==> config.mk <==
export PLATFORM = sky130hd
export DESIGN_NAME = tape_image_text_extractor_unit
export DESIGN_NICKNAME = d
export VERILOG_FILES = /design/src/tite_pkg.sv /design/src/tite_framer.sv /design/src/tite_line_filter.sv /design/src/tape_image_text_extractor_unit.sv
export SDC_FILE = /design/constraint.sdc
export NUM_CORES = 1
export LEC_CHECK = 0
export BUFFER_PORTS_ARGS = -buffer_cell sky130_fd_sc_hd__buf_4
export CAP_MARGIN = 20
export CORE_ASPECT_RATIO = 2
export CORE_MARGIN = 2
export CORE_UTILIZATION = 57
export DETAILED_ROUTE_END_ITERATION = 8
export PLACE_DENSITY = 0.78
export SKIP_CTS_REPAIR_TIMING = 1
export SLEW_MARGIN = 20
export SYNTH_ARGS = -nofsm -noshare
export SYNTH_HDL_FRONTEND = slang
export SYNTH_SLANG_ARGS = --single-unit
==> constraint.sdc <==
create_clock -name clk -period 3 [get_ports clk]
set_clock_uncertainty 0.2 [all_clocks]
set_input_delay 0.3 -clock clk [delete_from_list [all_inputs] [get_ports clk]]
set_output_delay 0.3 -clock clk [all_outputs]
set_load 0.02 [all_outputs]
==> src/tite_pkg.sv <==
// shared types and constants for the tape image text extractor
package tite_pkg;

	localparam int HEADER_SKIP_DEF  = 9;
	localparam int BLOCK_BYTES_DEF  = 256;
	localparam int PREFIX_BYTES_DEF = 2;

	localparam logic [7:0] SYNC_BYTE  = 8'h24;
	localparam logic [7:0] CR_BYTE    = 8'h0d;
	localparam logic [7:0] SPACE_BYTE = 8'h20;
	localparam logic [7:0] ZERO_BYTE  = 8'h00;

	typedef enum logic [2:0] {
		PH_SYNC   = 3'd0,
		PH_HEADER = 3'd1,
		PH_NAME   = 3'd2,
		PH_DATA   = 3'd3,
		PH_DONE   = 3'd4
	} phase_t;

	// framer to line filter
	typedef struct packed {
		logic text_en;     // current byte is a text byte
		logic line_reset;  // start of data, clear line state
	} frame_ctl_t;

	// line filter result for the current byte
	typedef struct packed {
		logic       valid;
		logic [7:0] data;
		logic       eot;
	} text_res_t;

endpackage

==> src/tite_framer.sv <==
// tape framing: sync hunt, header and name skip, block prefix removal
module tite_framer #(
	parameter int HEADER_SKIP  = tite_pkg::HEADER_SKIP_DEF,
	parameter int BLOCK_BYTES  = tite_pkg::BLOCK_BYTES_DEF,
	parameter int PREFIX_BYTES = tite_pkg::PREFIX_BYTES_DEF
) (
	input  logic                 clk,
	input  logic                 arst_n,
	input  logic                 step,
	input  logic [7:0]           byte_in,
	input  logic                 text_done,
	output tite_pkg::frame_ctl_t ctl
);
	import tite_pkg::*;

	localparam int BLK_W = $clog2(BLOCK_BYTES);

	phase_t             phase_q, phase_d;
	logic [3:0]         header_count_q, header_count_d;
	logic [BLK_W-1:0]   block_pos_q, block_pos_d;
	logic [1:0]         prefix_count_q, prefix_count_d;
	logic [BLK_W:0]     block_next;
	logic               in_prefix;

	assign block_next = (BLK_W+1)'(block_pos_q) + (BLK_W+1)'(1);
	assign in_prefix  = (block_pos_q == '0) && (prefix_count_q < 2'(PREFIX_BYTES));

	always_ff @(posedge clk or negedge arst_n) begin
		if (!arst_n) begin
			phase_q        <= PH_SYNC;
			header_count_q <= '0;
			block_pos_q    <= '0;
			prefix_count_q <= '0;
		end else if (step) begin
			phase_q        <= phase_d;
			header_count_q <= header_count_d;
			block_pos_q    <= block_pos_d;
			prefix_count_q <= prefix_count_d;
		end
	end

	always_comb begin
		phase_d        = phase_q;
		header_count_d = header_count_q;
		block_pos_d    = block_pos_q;
		prefix_count_d = prefix_count_q;
		ctl.text_en    = 1'b0;
		ctl.line_reset = 1'b0;
		unique case (phase_q)
			PH_SYNC: begin
				if (byte_in == SYNC_BYTE) begin
					header_count_d = '0;
					phase_d = (HEADER_SKIP == 0) ? PH_NAME : PH_HEADER;
				end
			end
			PH_HEADER: begin
				header_count_d = header_count_q + 4'd1;
				if ((5'(header_count_q) + 5'd1) >= 5'(HEADER_SKIP))
					phase_d = PH_NAME;
			end
			PH_NAME: begin
				if (byte_in == ZERO_BYTE) begin
					phase_d        = PH_DATA;
					block_pos_d    = '0;
					prefix_count_d = '0;
					ctl.line_reset = 1'b1;
				end
			end
			PH_DATA: begin
				if (in_prefix) begin
					prefix_count_d = prefix_count_q + 2'd1;
				end else begin
					prefix_count_d = '0;
					ctl.text_en    = 1'b1;
					if (block_next >= (BLK_W+1)'(BLOCK_BYTES))
						block_pos_d = '0;
					else
						block_pos_d = block_next[BLK_W-1:0];
					if (text_done)
						phase_d = PH_DONE;
				end
			end
			default: ;
		endcase
	end

endmodule

==> src/tite_line_filter.sv <==
// per-line text filter: number stripping, zero suppression, end detection
module tite_line_filter (
	input  logic                 clk,
	input  logic                 arst_n,
	input  logic                 step,
	input  logic [7:0]           byte_in,
	input  logic                 strip,
	input  tite_pkg::frame_ctl_t ctl,
	output tite_pkg::text_res_t  res,
	output logic                 text_done
);
	import tite_pkg::*;

	logic dropping_q, dropping_d;
	logic kept_empty_q, kept_empty_d;
	logic suppress_q, suppress_d;
	logic looking;
	logic emit;

	assign looking = strip && !dropping_q;

	always_ff @(posedge clk or negedge arst_n) begin
		if (!arst_n) begin
			dropping_q   <= 1'b0;
			kept_empty_q <= 1'b1;
			suppress_q   <= 1'b0;
		end else if (step && ctl.line_reset) begin
			dropping_q   <= 1'b0;
			kept_empty_q <= 1'b1;
			suppress_q   <= 1'b0;
		end else if (step && ctl.text_en) begin
			dropping_q   <= dropping_d;
			kept_empty_q <= kept_empty_d;
			suppress_q   <= suppress_d;
		end
	end

	always_comb begin
		dropping_d   = dropping_q;
		kept_empty_d = kept_empty_q;
		suppress_d   = suppress_q;
		emit         = 1'b0;
		res.data     = byte_in;
		res.eot      = 1'b0;
		text_done    = 1'b0;
		if (byte_in == CR_BYTE) begin
			if (kept_empty_q) begin
				emit      = 1'b1;
				res.eot   = 1'b1;
				text_done = ctl.text_en;
			end else if (looking || !suppress_q) begin
				emit = 1'b1;
			end
			dropping_d   = 1'b0;
			kept_empty_d = 1'b1;
			suppress_d   = 1'b0;
		end else if (looking) begin
			if (byte_in == SPACE_BYTE) begin
				dropping_d   = 1'b1;
				kept_empty_d = 1'b1;
			end else begin
				kept_empty_d = 1'b0;
			end
		end else begin
			kept_empty_d = 1'b0;
			if (!suppress_q) begin
				if (byte_in == ZERO_BYTE)
					suppress_d = 1'b1;
				else
					emit = 1'b1;
			end
		end
		res.valid = ctl.text_en && emit;
	end

endmodule

==> src/tape_image_text_extractor_unit.sv <==
// top level of the tape image text extractor
//
//  channel  | direction | signals                        | contents
//  ---------+-----------+--------------------------------+---------------------------------
//  s_axis   | in        | tvalid tready tdata[7:0]       | in_byte, one raw tape byte
//  m_axis   | out       | tvalid tready tdata[7:0] tlast | out_byte, tlast = end_of_text
//  cfg      | in        | cfg_wr_en cfg_wr_data[0]       | strip_line_numbers
//
// one byte per cycle sustained while no waiting result stalls; an accepted byte is held in
// the input register, then framing and line logic load its result into the output register
// reset puts the framer in sync hunt, clears the line state and stripping
// a waiting result stalls only a byte that itself makes a result; dropped bytes flow on
// after the end-of-text CR every further byte is taken and discarded
module tape_image_text_extractor_unit #(
	parameter int HEADER_SKIP  = tite_pkg::HEADER_SKIP_DEF,
	parameter int BLOCK_BYTES  = tite_pkg::BLOCK_BYTES_DEF,
	parameter int PREFIX_BYTES = tite_pkg::PREFIX_BYTES_DEF
) (
	input  logic       clk,
	input  logic       arst_n,
	input  logic       s_axis_tvalid,
	output logic       s_axis_tready,
	input  logic [7:0] s_axis_tdata,   // [7:0] in_byte
	output logic       m_axis_tvalid,
	input  logic       m_axis_tready,
	output logic [7:0] m_axis_tdata,   // [7:0] out_byte
	output logic       m_axis_tlast,   // end_of_text
	input  logic       cfg_wr_en,
	input  logic [0:0] cfg_wr_data     // [0] strip_line_numbers
);
	import tite_pkg::*;

	// config register
	logic strip_q;

	// input stage
	logic       valid_s1;
	logic [7:0] data_s1;

	// result register
	logic       out_valid_q;
	logic [7:0] out_byte_q;
	logic       out_eot_q;

	frame_ctl_t ctl;
	text_res_t  res;
	logic       text_done;
	logic       advance;
	logic       step;

	// the staged byte moves on when it makes no result or the result slot frees up
	assign advance       = !out_valid_q || m_axis_tready || !res.valid;
	assign step          = valid_s1 && advance;
	assign s_axis_tready = !valid_s1 || advance;

	always_ff @(posedge clk or negedge arst_n) begin
		if (!arst_n)
			strip_q <= 1'b0;
		else if (cfg_wr_en)
			strip_q <= cfg_wr_data[0];
	end

	// input register
	always_ff @(posedge clk or negedge arst_n) begin
		if (!arst_n)
			valid_s1 <= 1'b0;
		else if (s_axis_tready)
			valid_s1 <= s_axis_tvalid;
	end

	always_ff @(posedge clk) begin
		if (s_axis_tready && s_axis_tvalid)
			data_s1 <= s_axis_tdata;
	end

	tite_framer #(
		.HEADER_SKIP  (HEADER_SKIP),
		.BLOCK_BYTES  (BLOCK_BYTES),
		.PREFIX_BYTES (PREFIX_BYTES)
	) u_framer (
		.clk       (clk),
		.arst_n    (arst_n),
		.step      (step),
		.byte_in   (data_s1),
		.text_done (text_done),
		.ctl       (ctl)
	);

	tite_line_filter u_line_filter (
		.clk       (clk),
		.arst_n    (arst_n),
		.step      (step),
		.byte_in   (data_s1),
		.strip     (strip_q),
		.ctl       (ctl),
		.res       (res),
		.text_done (text_done)
	);

	// result register: load on a producing step, clear when taken
	always_ff @(posedge clk or negedge arst_n) begin
		if (!arst_n)
			out_valid_q <= 1'b0;
		else if (step && res.valid)
			out_valid_q <= 1'b1;
		else if (m_axis_tready)
			out_valid_q <= 1'b0;
	end

	always_ff @(posedge clk) begin
		if (step && res.valid) begin
			out_byte_q <= res.data;
			out_eot_q  <= res.eot;
		end
	end

	assign m_axis_tvalid = out_valid_q;
	assign m_axis_tdata  = out_byte_q;
	assign m_axis_tlast  = out_eot_q;

endmodule
* Word level (Yosys, flattened, before mapping) *
Index checks and enable logic that the tools add are counted.

cells by class
  magnitude comparators = 3
  reduce and logical (&&, ||, !) cells = 33
  add/sub/neg operators = 4
  equal/unequal tests = 12
  muxes and demuxes = 45

operators by type and width
  kind                   number
  $mux W1                30
  $mux W8                3
  $eq A8 B6 Y1 const B   2
  $logic_not A8 Y1       2
  $pmux W8 S2            1
  $mux W3                5
  $pmux W3 S4            1
  $add A8 B1 Y9 const B  1
  $ge A9 B9 Y1 const B   1
  $reduce_and A3 Y1      3
  $eq A8 B4 Y1 const B   1
  $logic_and A1 B1 Y1    8
  $pmux W4 S2            1
  $reduce_bool A2 Y1     4
  $reduce_and A7 Y1      1
  $eq A3 B2 Y1 const B   2
  $ne A2 B1 Y1 const B   3
  $reduce_bool A3 Y1     2
  $add A4 B1 Y5 const B  1
  $ge A5 B4 Y1 const B   1
  $logic_not A1 Y1       5
  $add A4 B1 Y4 const B  1
  $logic_or A1 B1 Y1     4
  $mux W2                2
  11 further kinds       12

storage, ports and cells
  input port bits = 14
  output and inout bits = 11
  logic and storage cells = 110
  flip-flop bits (word level) = 40

* Longest topological paths before layout *
  depth in word-level cells = 13
  gate-level depth with buffers = 8
  mapped depth without buffers = 7

* Cells and area by module *
From an unflattened synthesis, not the netlist that was laid out.

second synthesis, totals
  cell total of the unflattened synthesis = 180
  area, all modules = 2098.3 sq um

modules (own cells, without submodules)
  module                          instances  cells each  area each (sq um)
  tite_framer                     1          117         1128.6
  tape_image_text_extractor_unit  1          29          653.1
  tite_line_filter                1          34          316.6

* Least setup slack after synthesis *
No wires, ideal clock.

  path type = flip-flop to flip-flop
  start point = register data_s1[0]
  end point = register data_s1[0] (enable)
  arrival = 1.824 ns
  setup time = 0.332 ns
  slack = 0.644 ns
  stages on the path, launching flop included = 6
  path buffers = 0
  cells stage by stage = edfxtp_1 -> nor4_2 -> a211oi_1 -> o2111ai_1 -> nand2b_1 -> and2_1

between the ends
  longest elaborated chain between the ends = 10

ends and longest elaborated chain
  what                    line                                  text
  from (decl)             tape_image_text_extractor_unit.sv:38  logic [7:0] data_s1;
  from (signal assigned)  tape_image_text_extractor_unit.sv:73  data_s1 <= s_axis_tdata;
  $logic_not A8 Y1        tite_line_filter.sv:67                if (byte_in == ZERO_BYTE)
  $mux W1                 tite_line_filter.sv:67
  $mux W1                 tite_line_filter.sv:66                if (!suppress_q) begin
  $mux W1                 tite_line_filter.sv:57                end else if (looking) begin
  $mux W1 *               tite_line_filter.sv:46                if (byte_in == CR_BYTE) begin
  $logic_and A1 B1 Y1 *   tite_line_filter.sv:73                res.valid = ctl.text_en && emit;
  $logic_not A1 Y1 *      tape_image_text_extractor_unit.sv:52  assign advance = !out_valid_q || m_axis_tready || !res.valid;
  $logic_or A1 B1 Y1 *    tape_image_text_extractor_unit.sv:52
  $logic_or A1 B1 Y1 *    tape_image_text_extractor_unit.sv:54  assign s_axis_tready = !valid_s1 || advance;
  via s_axis_tready       tape_image_text_extractor_unit.sv:22  output logic s_axis_tready,
  $logic_and A1 B1 Y1 *   tape_image_text_extractor_unit.sv:72  if (s_axis_tready && s_axis_tvalid)

The timed path passes the listed nets; every way through them passes the cells marked *.
A chain may end at the register's enable or synchronous reset.

* Final worst setup path *
  start point = register data_s1[0]
  end point = register u_framer.phase_q[1]

between the ends
  longest elaborated chain between the ends = 10

ends and longest elaborated chain
  what                           line                                       text
  $logic_not A8 Y1               tite_framer.sv:62, tite_line_filter.sv:67
  $mux W1                        tite_line_filter.sv:67
  $mux W1                        tite_line_filter.sv:66
  $mux W1                        tite_line_filter.sv:57
  $mux W1                        tite_line_filter.sv:46
  $logic_and A1 B1 Y1            tite_line_filter.sv:73
  $logic_not A1 Y1               tape_image_text_extractor_unit.sv:52
  $logic_or A1 B1 Y1             tape_image_text_extractor_unit.sv:52
  $logic_and A1 B1 Y1            tape_image_text_extractor_unit.sv:53       assign step = valid_s1 && advance;
  $reduce_and A7 Y1 (no line) *  n/a
  to (signal assigned)           tite_framer.sv:35                          phase_q <= phase_d;
  to (decl)                      tite_framer.sv:18                          phase_t phase_q, phase_d;

Every way passes the cells marked *; elsewhere a longest branch is shown, timed or not.

==> impl_results.md <==
* Top_reg_cell synth: dfrtp_1
* Outcome: finished, final reports clean
* Final worst-path cycle share at 88.82%
* Post-synthesis sequential area ratio at a little over half
* Clk_lat worst skew at 0.30 ns
* Fin cells at 264
* Pwr/cell area at 600.2 mW/mm2
* Row cnt at 30
* First-pass GRT wire length at 6734 um
* Setup Viol. Count Final at 0
* Nets at 233
* Core area at approximately 0.0034 mm2
* Clock Path Buffers at 2
* Die width at between 40 and 50 um
* # diodes at 0
* Cts bufs inserted at 5
* Synthesis-to-finish area growth at 21.31%
* Worst vdd ir at roughly 410 uV
* Most common cell after layout, fill and taps aside: buf_4
* Total negative setup slack at 0 ns
* Initial Util at approximately 60%
* Post-DRT Antenna Nets at 0
* Worst path max stage delay at 0.53 ns
* Worst Path Max Fanout at 14
* Largest net degree at the start of global routing at 24
* I/O pin count at 25
* Most frequent cells in the layout: buf_4 (26), dfrtp_1 (22), edfxtp_1 (17)
* WL/cell at 16.17 um
* CTS Sinks at 40
* RSZ-0062 raised after global routing: false
* Die Height at between 80 and 90 um
* Number of global-route vias before repair at between 1.5k and 2k
* Number of synthesis warnings at 0
* CTS tree: built
* Total track usage at 23.16%
* Final slew viol count at 0
* DR DRC count at 0
* Critical Path End Type: flop
* Initial DRC Count at 99
* Measured slew at the worst slew-check pin at 0.5928 ns
* Max Freq at 375.3 MHz
* Total number of H-tree levels at 2
* Startpoint Class: flop
* Post-placement cell count at between 200 and 250
* Netlist cell types at 54
* GRT Residual Overflow at 0
* Port Buffer Count at 24
* Async S/R FF share, synth at 57.50%
* DRT Pass-1 Iters at 4
* Layout cells sized above 1 at 20.37%
* Max-cap viol count at 0
* EDFF count, synth at 17
* HPWL after detailed placement at 3082 um
* DRT Wirelength at 4269 um
* Post-Syn Area per Cell at 11.51 um2
* Via count of the routed design at 1571
* Clock Pin Slew Worst Setup and Hold Paths at 0.08 ns
* Vias per inst at 5.951
* Post-placement worst setup slack at 0.3915 ns
* Final Hold Viols at 0
* Die area at ~0.0041 mm2
* Hold crit path type: input pin to flop
* Worst path cell trace: nor4_2 > a211oi_1 > o211ai_2 > nand4bb_1 > a211o_1
* Final WS setup at 0.3353 ns
* Initial antenna violation count at 0
* Slowest-stage cell, CP: o211ai_2
* CP arrival at 2.65 ns
* Pleak at 1.038 nW
* Syn nets at around 200
* CP required at 2.99 ns
* Cell area after synthesis at 0.002037 mm2
* CP Class: flop to flop
* Synth Register Bits at 40
* Slew margin rel. at 60.37%
* Crit path time final at 2.665 ns
* Root buffer cell: clkbuf_8
* Post-Syn Instances at 177
* Routability cong. at 0.9540
flip-flops by register name (all words and copies together) (netlist names):
name and flops:
valid_s1 1, u_line_filter.suppress_q 1, u_framer.phase_q 3, strip_q 1, u_framer.prefix_count_q 2, m_axis_tlast 1
m_axis_tdata 8, data_s1 8, u_framer.header_count_q 4, u_framer.block_pos_q 8, u_line_filter.kept_empty_q 1, u_line_filter.dropping_q 1
m_axis_tvalid 1
Yosys cell counts (all sizes together), types with 2 or more instances:
| master | instances | area (um2) |
|---|---|---|
| nor2b | 5 | 31.28 |
| nor3b | 2 | 15.01 |
| o21bai | 2 | 15.01 |
| nand4 | 4 | 31.28 |
| o211ai | 2 | 20.02 |
| o21ai | 5 | 25.02 |
| a21oi | 5 | 25.02 |
| nand3b | 2 | 15.01 |
| nand2b | 13 | 81.33 |
| inv | 7 | 26.28 |
| edfxtp | 17 | 510.5 |
| a211oi | 3 | 22.52 |
| mux2i | 4 | 40.04 |
| and3 | 6 | 37.54 |
| dfrtp | 22 | 550.5 |
| nand3 | 7 | 40.04 |
| ha | 4 | 50.05 |
| and2 | 3 | 18.77 |
| o31ai | 2 | 20.02 |
| mux2 | 4 | 45.04 |
| o2bb2ai | 3 | 26.28 |
| nand2 | 15 | 56.30 |
| nor2 | 9 | 33.78 |
| nor4 | 4 | 52.55 |
| nor4b | 4 | 56.30 |
| and4 | 2 | 17.52 |
| or3 | 2 | 12.51 |
| buf | 3 | 15.01 |
per-layer routing:
| metal | GRT usage, % | share of wire (%) |
|---|---|---|
| met5 | 0 | 0 |
| met4 | 12.47 | 2.8 |
| met3 | 4.082 | 4.8 |
| met2 | 39.52 | 56 |
| met1 | 26.05 | 37 |
stage by stage:
step                util [%]  area (um2)  hold WS [ns]  total power, W
global placement       66.56        2273      0.005337        0.001029
floorplan                  -        2037       -0.1956       0.0009563
global route           72.34        2471       0.01248        0.001564
detailed placement     66.56        2273       0.01113        0.001048
CTS                    69.71        2381       -0.3052        0.001476
finish                 72.34        2471       0.01197        0.001483
critical path: cells and delay by family (launching register included):
| kind | cells | cell delay [ns] |
|---|---|---|
| compound gates | 3 | 1.10 |
| simple gates | 2 | 0.81 |
| flops | 1 | 0.44 |
power breakdown:
group	switching [W]	internal, W	total (W)
Combinational	0.000155	0.000151	0.000306
Sequential	0.000100	0.000646	0.000746
Clock	0.000184	0.000247	0.000431
layout make-up:
type	instances	area [um2]
Clock buffer	6	72.57
Tap cell	48	60.06
Fill cell	245	944.7
Sequential cell	40	1087
Multi-Input combinational cell	126	904.6
Timing Repair Buffer	35	285.3
Inverter	7	26.28
Clock inverter	2	35.03
worst paths after layout:
| path | startpoint | cells past startpoint | slack [ns] | endpoint |
|---|---|---|---|---|
| setup / recovery | data_s1[0]$_DFFE_PP_ | 5 | 0.34 | u_framer.phase_q[1]$_DFFE_PN0P_ |
| hold / removal | s_axis_tvalid | 2 | 0.01 | valid_s1$_DFFE_PN0N_ |
| setup reg to reg | data_s1[0]$_DFFE_PP_ | 5 | 0.34 | u_framer.phase_q[1]$_DFFE_PN0P_ |
| hold reg to reg | u_framer.block_pos_q[0]$_DFFE_PN0P_ | 1 | 0.32 | u_framer.block_pos_q[0]$_DFFE_PN0P_ |
| max in group asynchronous | arst_n | 2 | 2.09 | u_line_filter.kept_empty_q$_DFFE_PN1P_ |
| min in group asynchronous | arst_n | 2 | 0.23 | u_framer.header_count_q[3]$_DFFE_PN0P_ |
logic make-up after synthesis:
group                    synth area share, %
AND/OR/NAND/NOR                        26.11
flip-flops                             53.38
AO/OA/AOI/OAI                          11.67
buffers and inverters                  2.211
multiplexers                           4.177
adder cells (fa/ha/maj)                2.457
(Power assumes the default switching activity.)
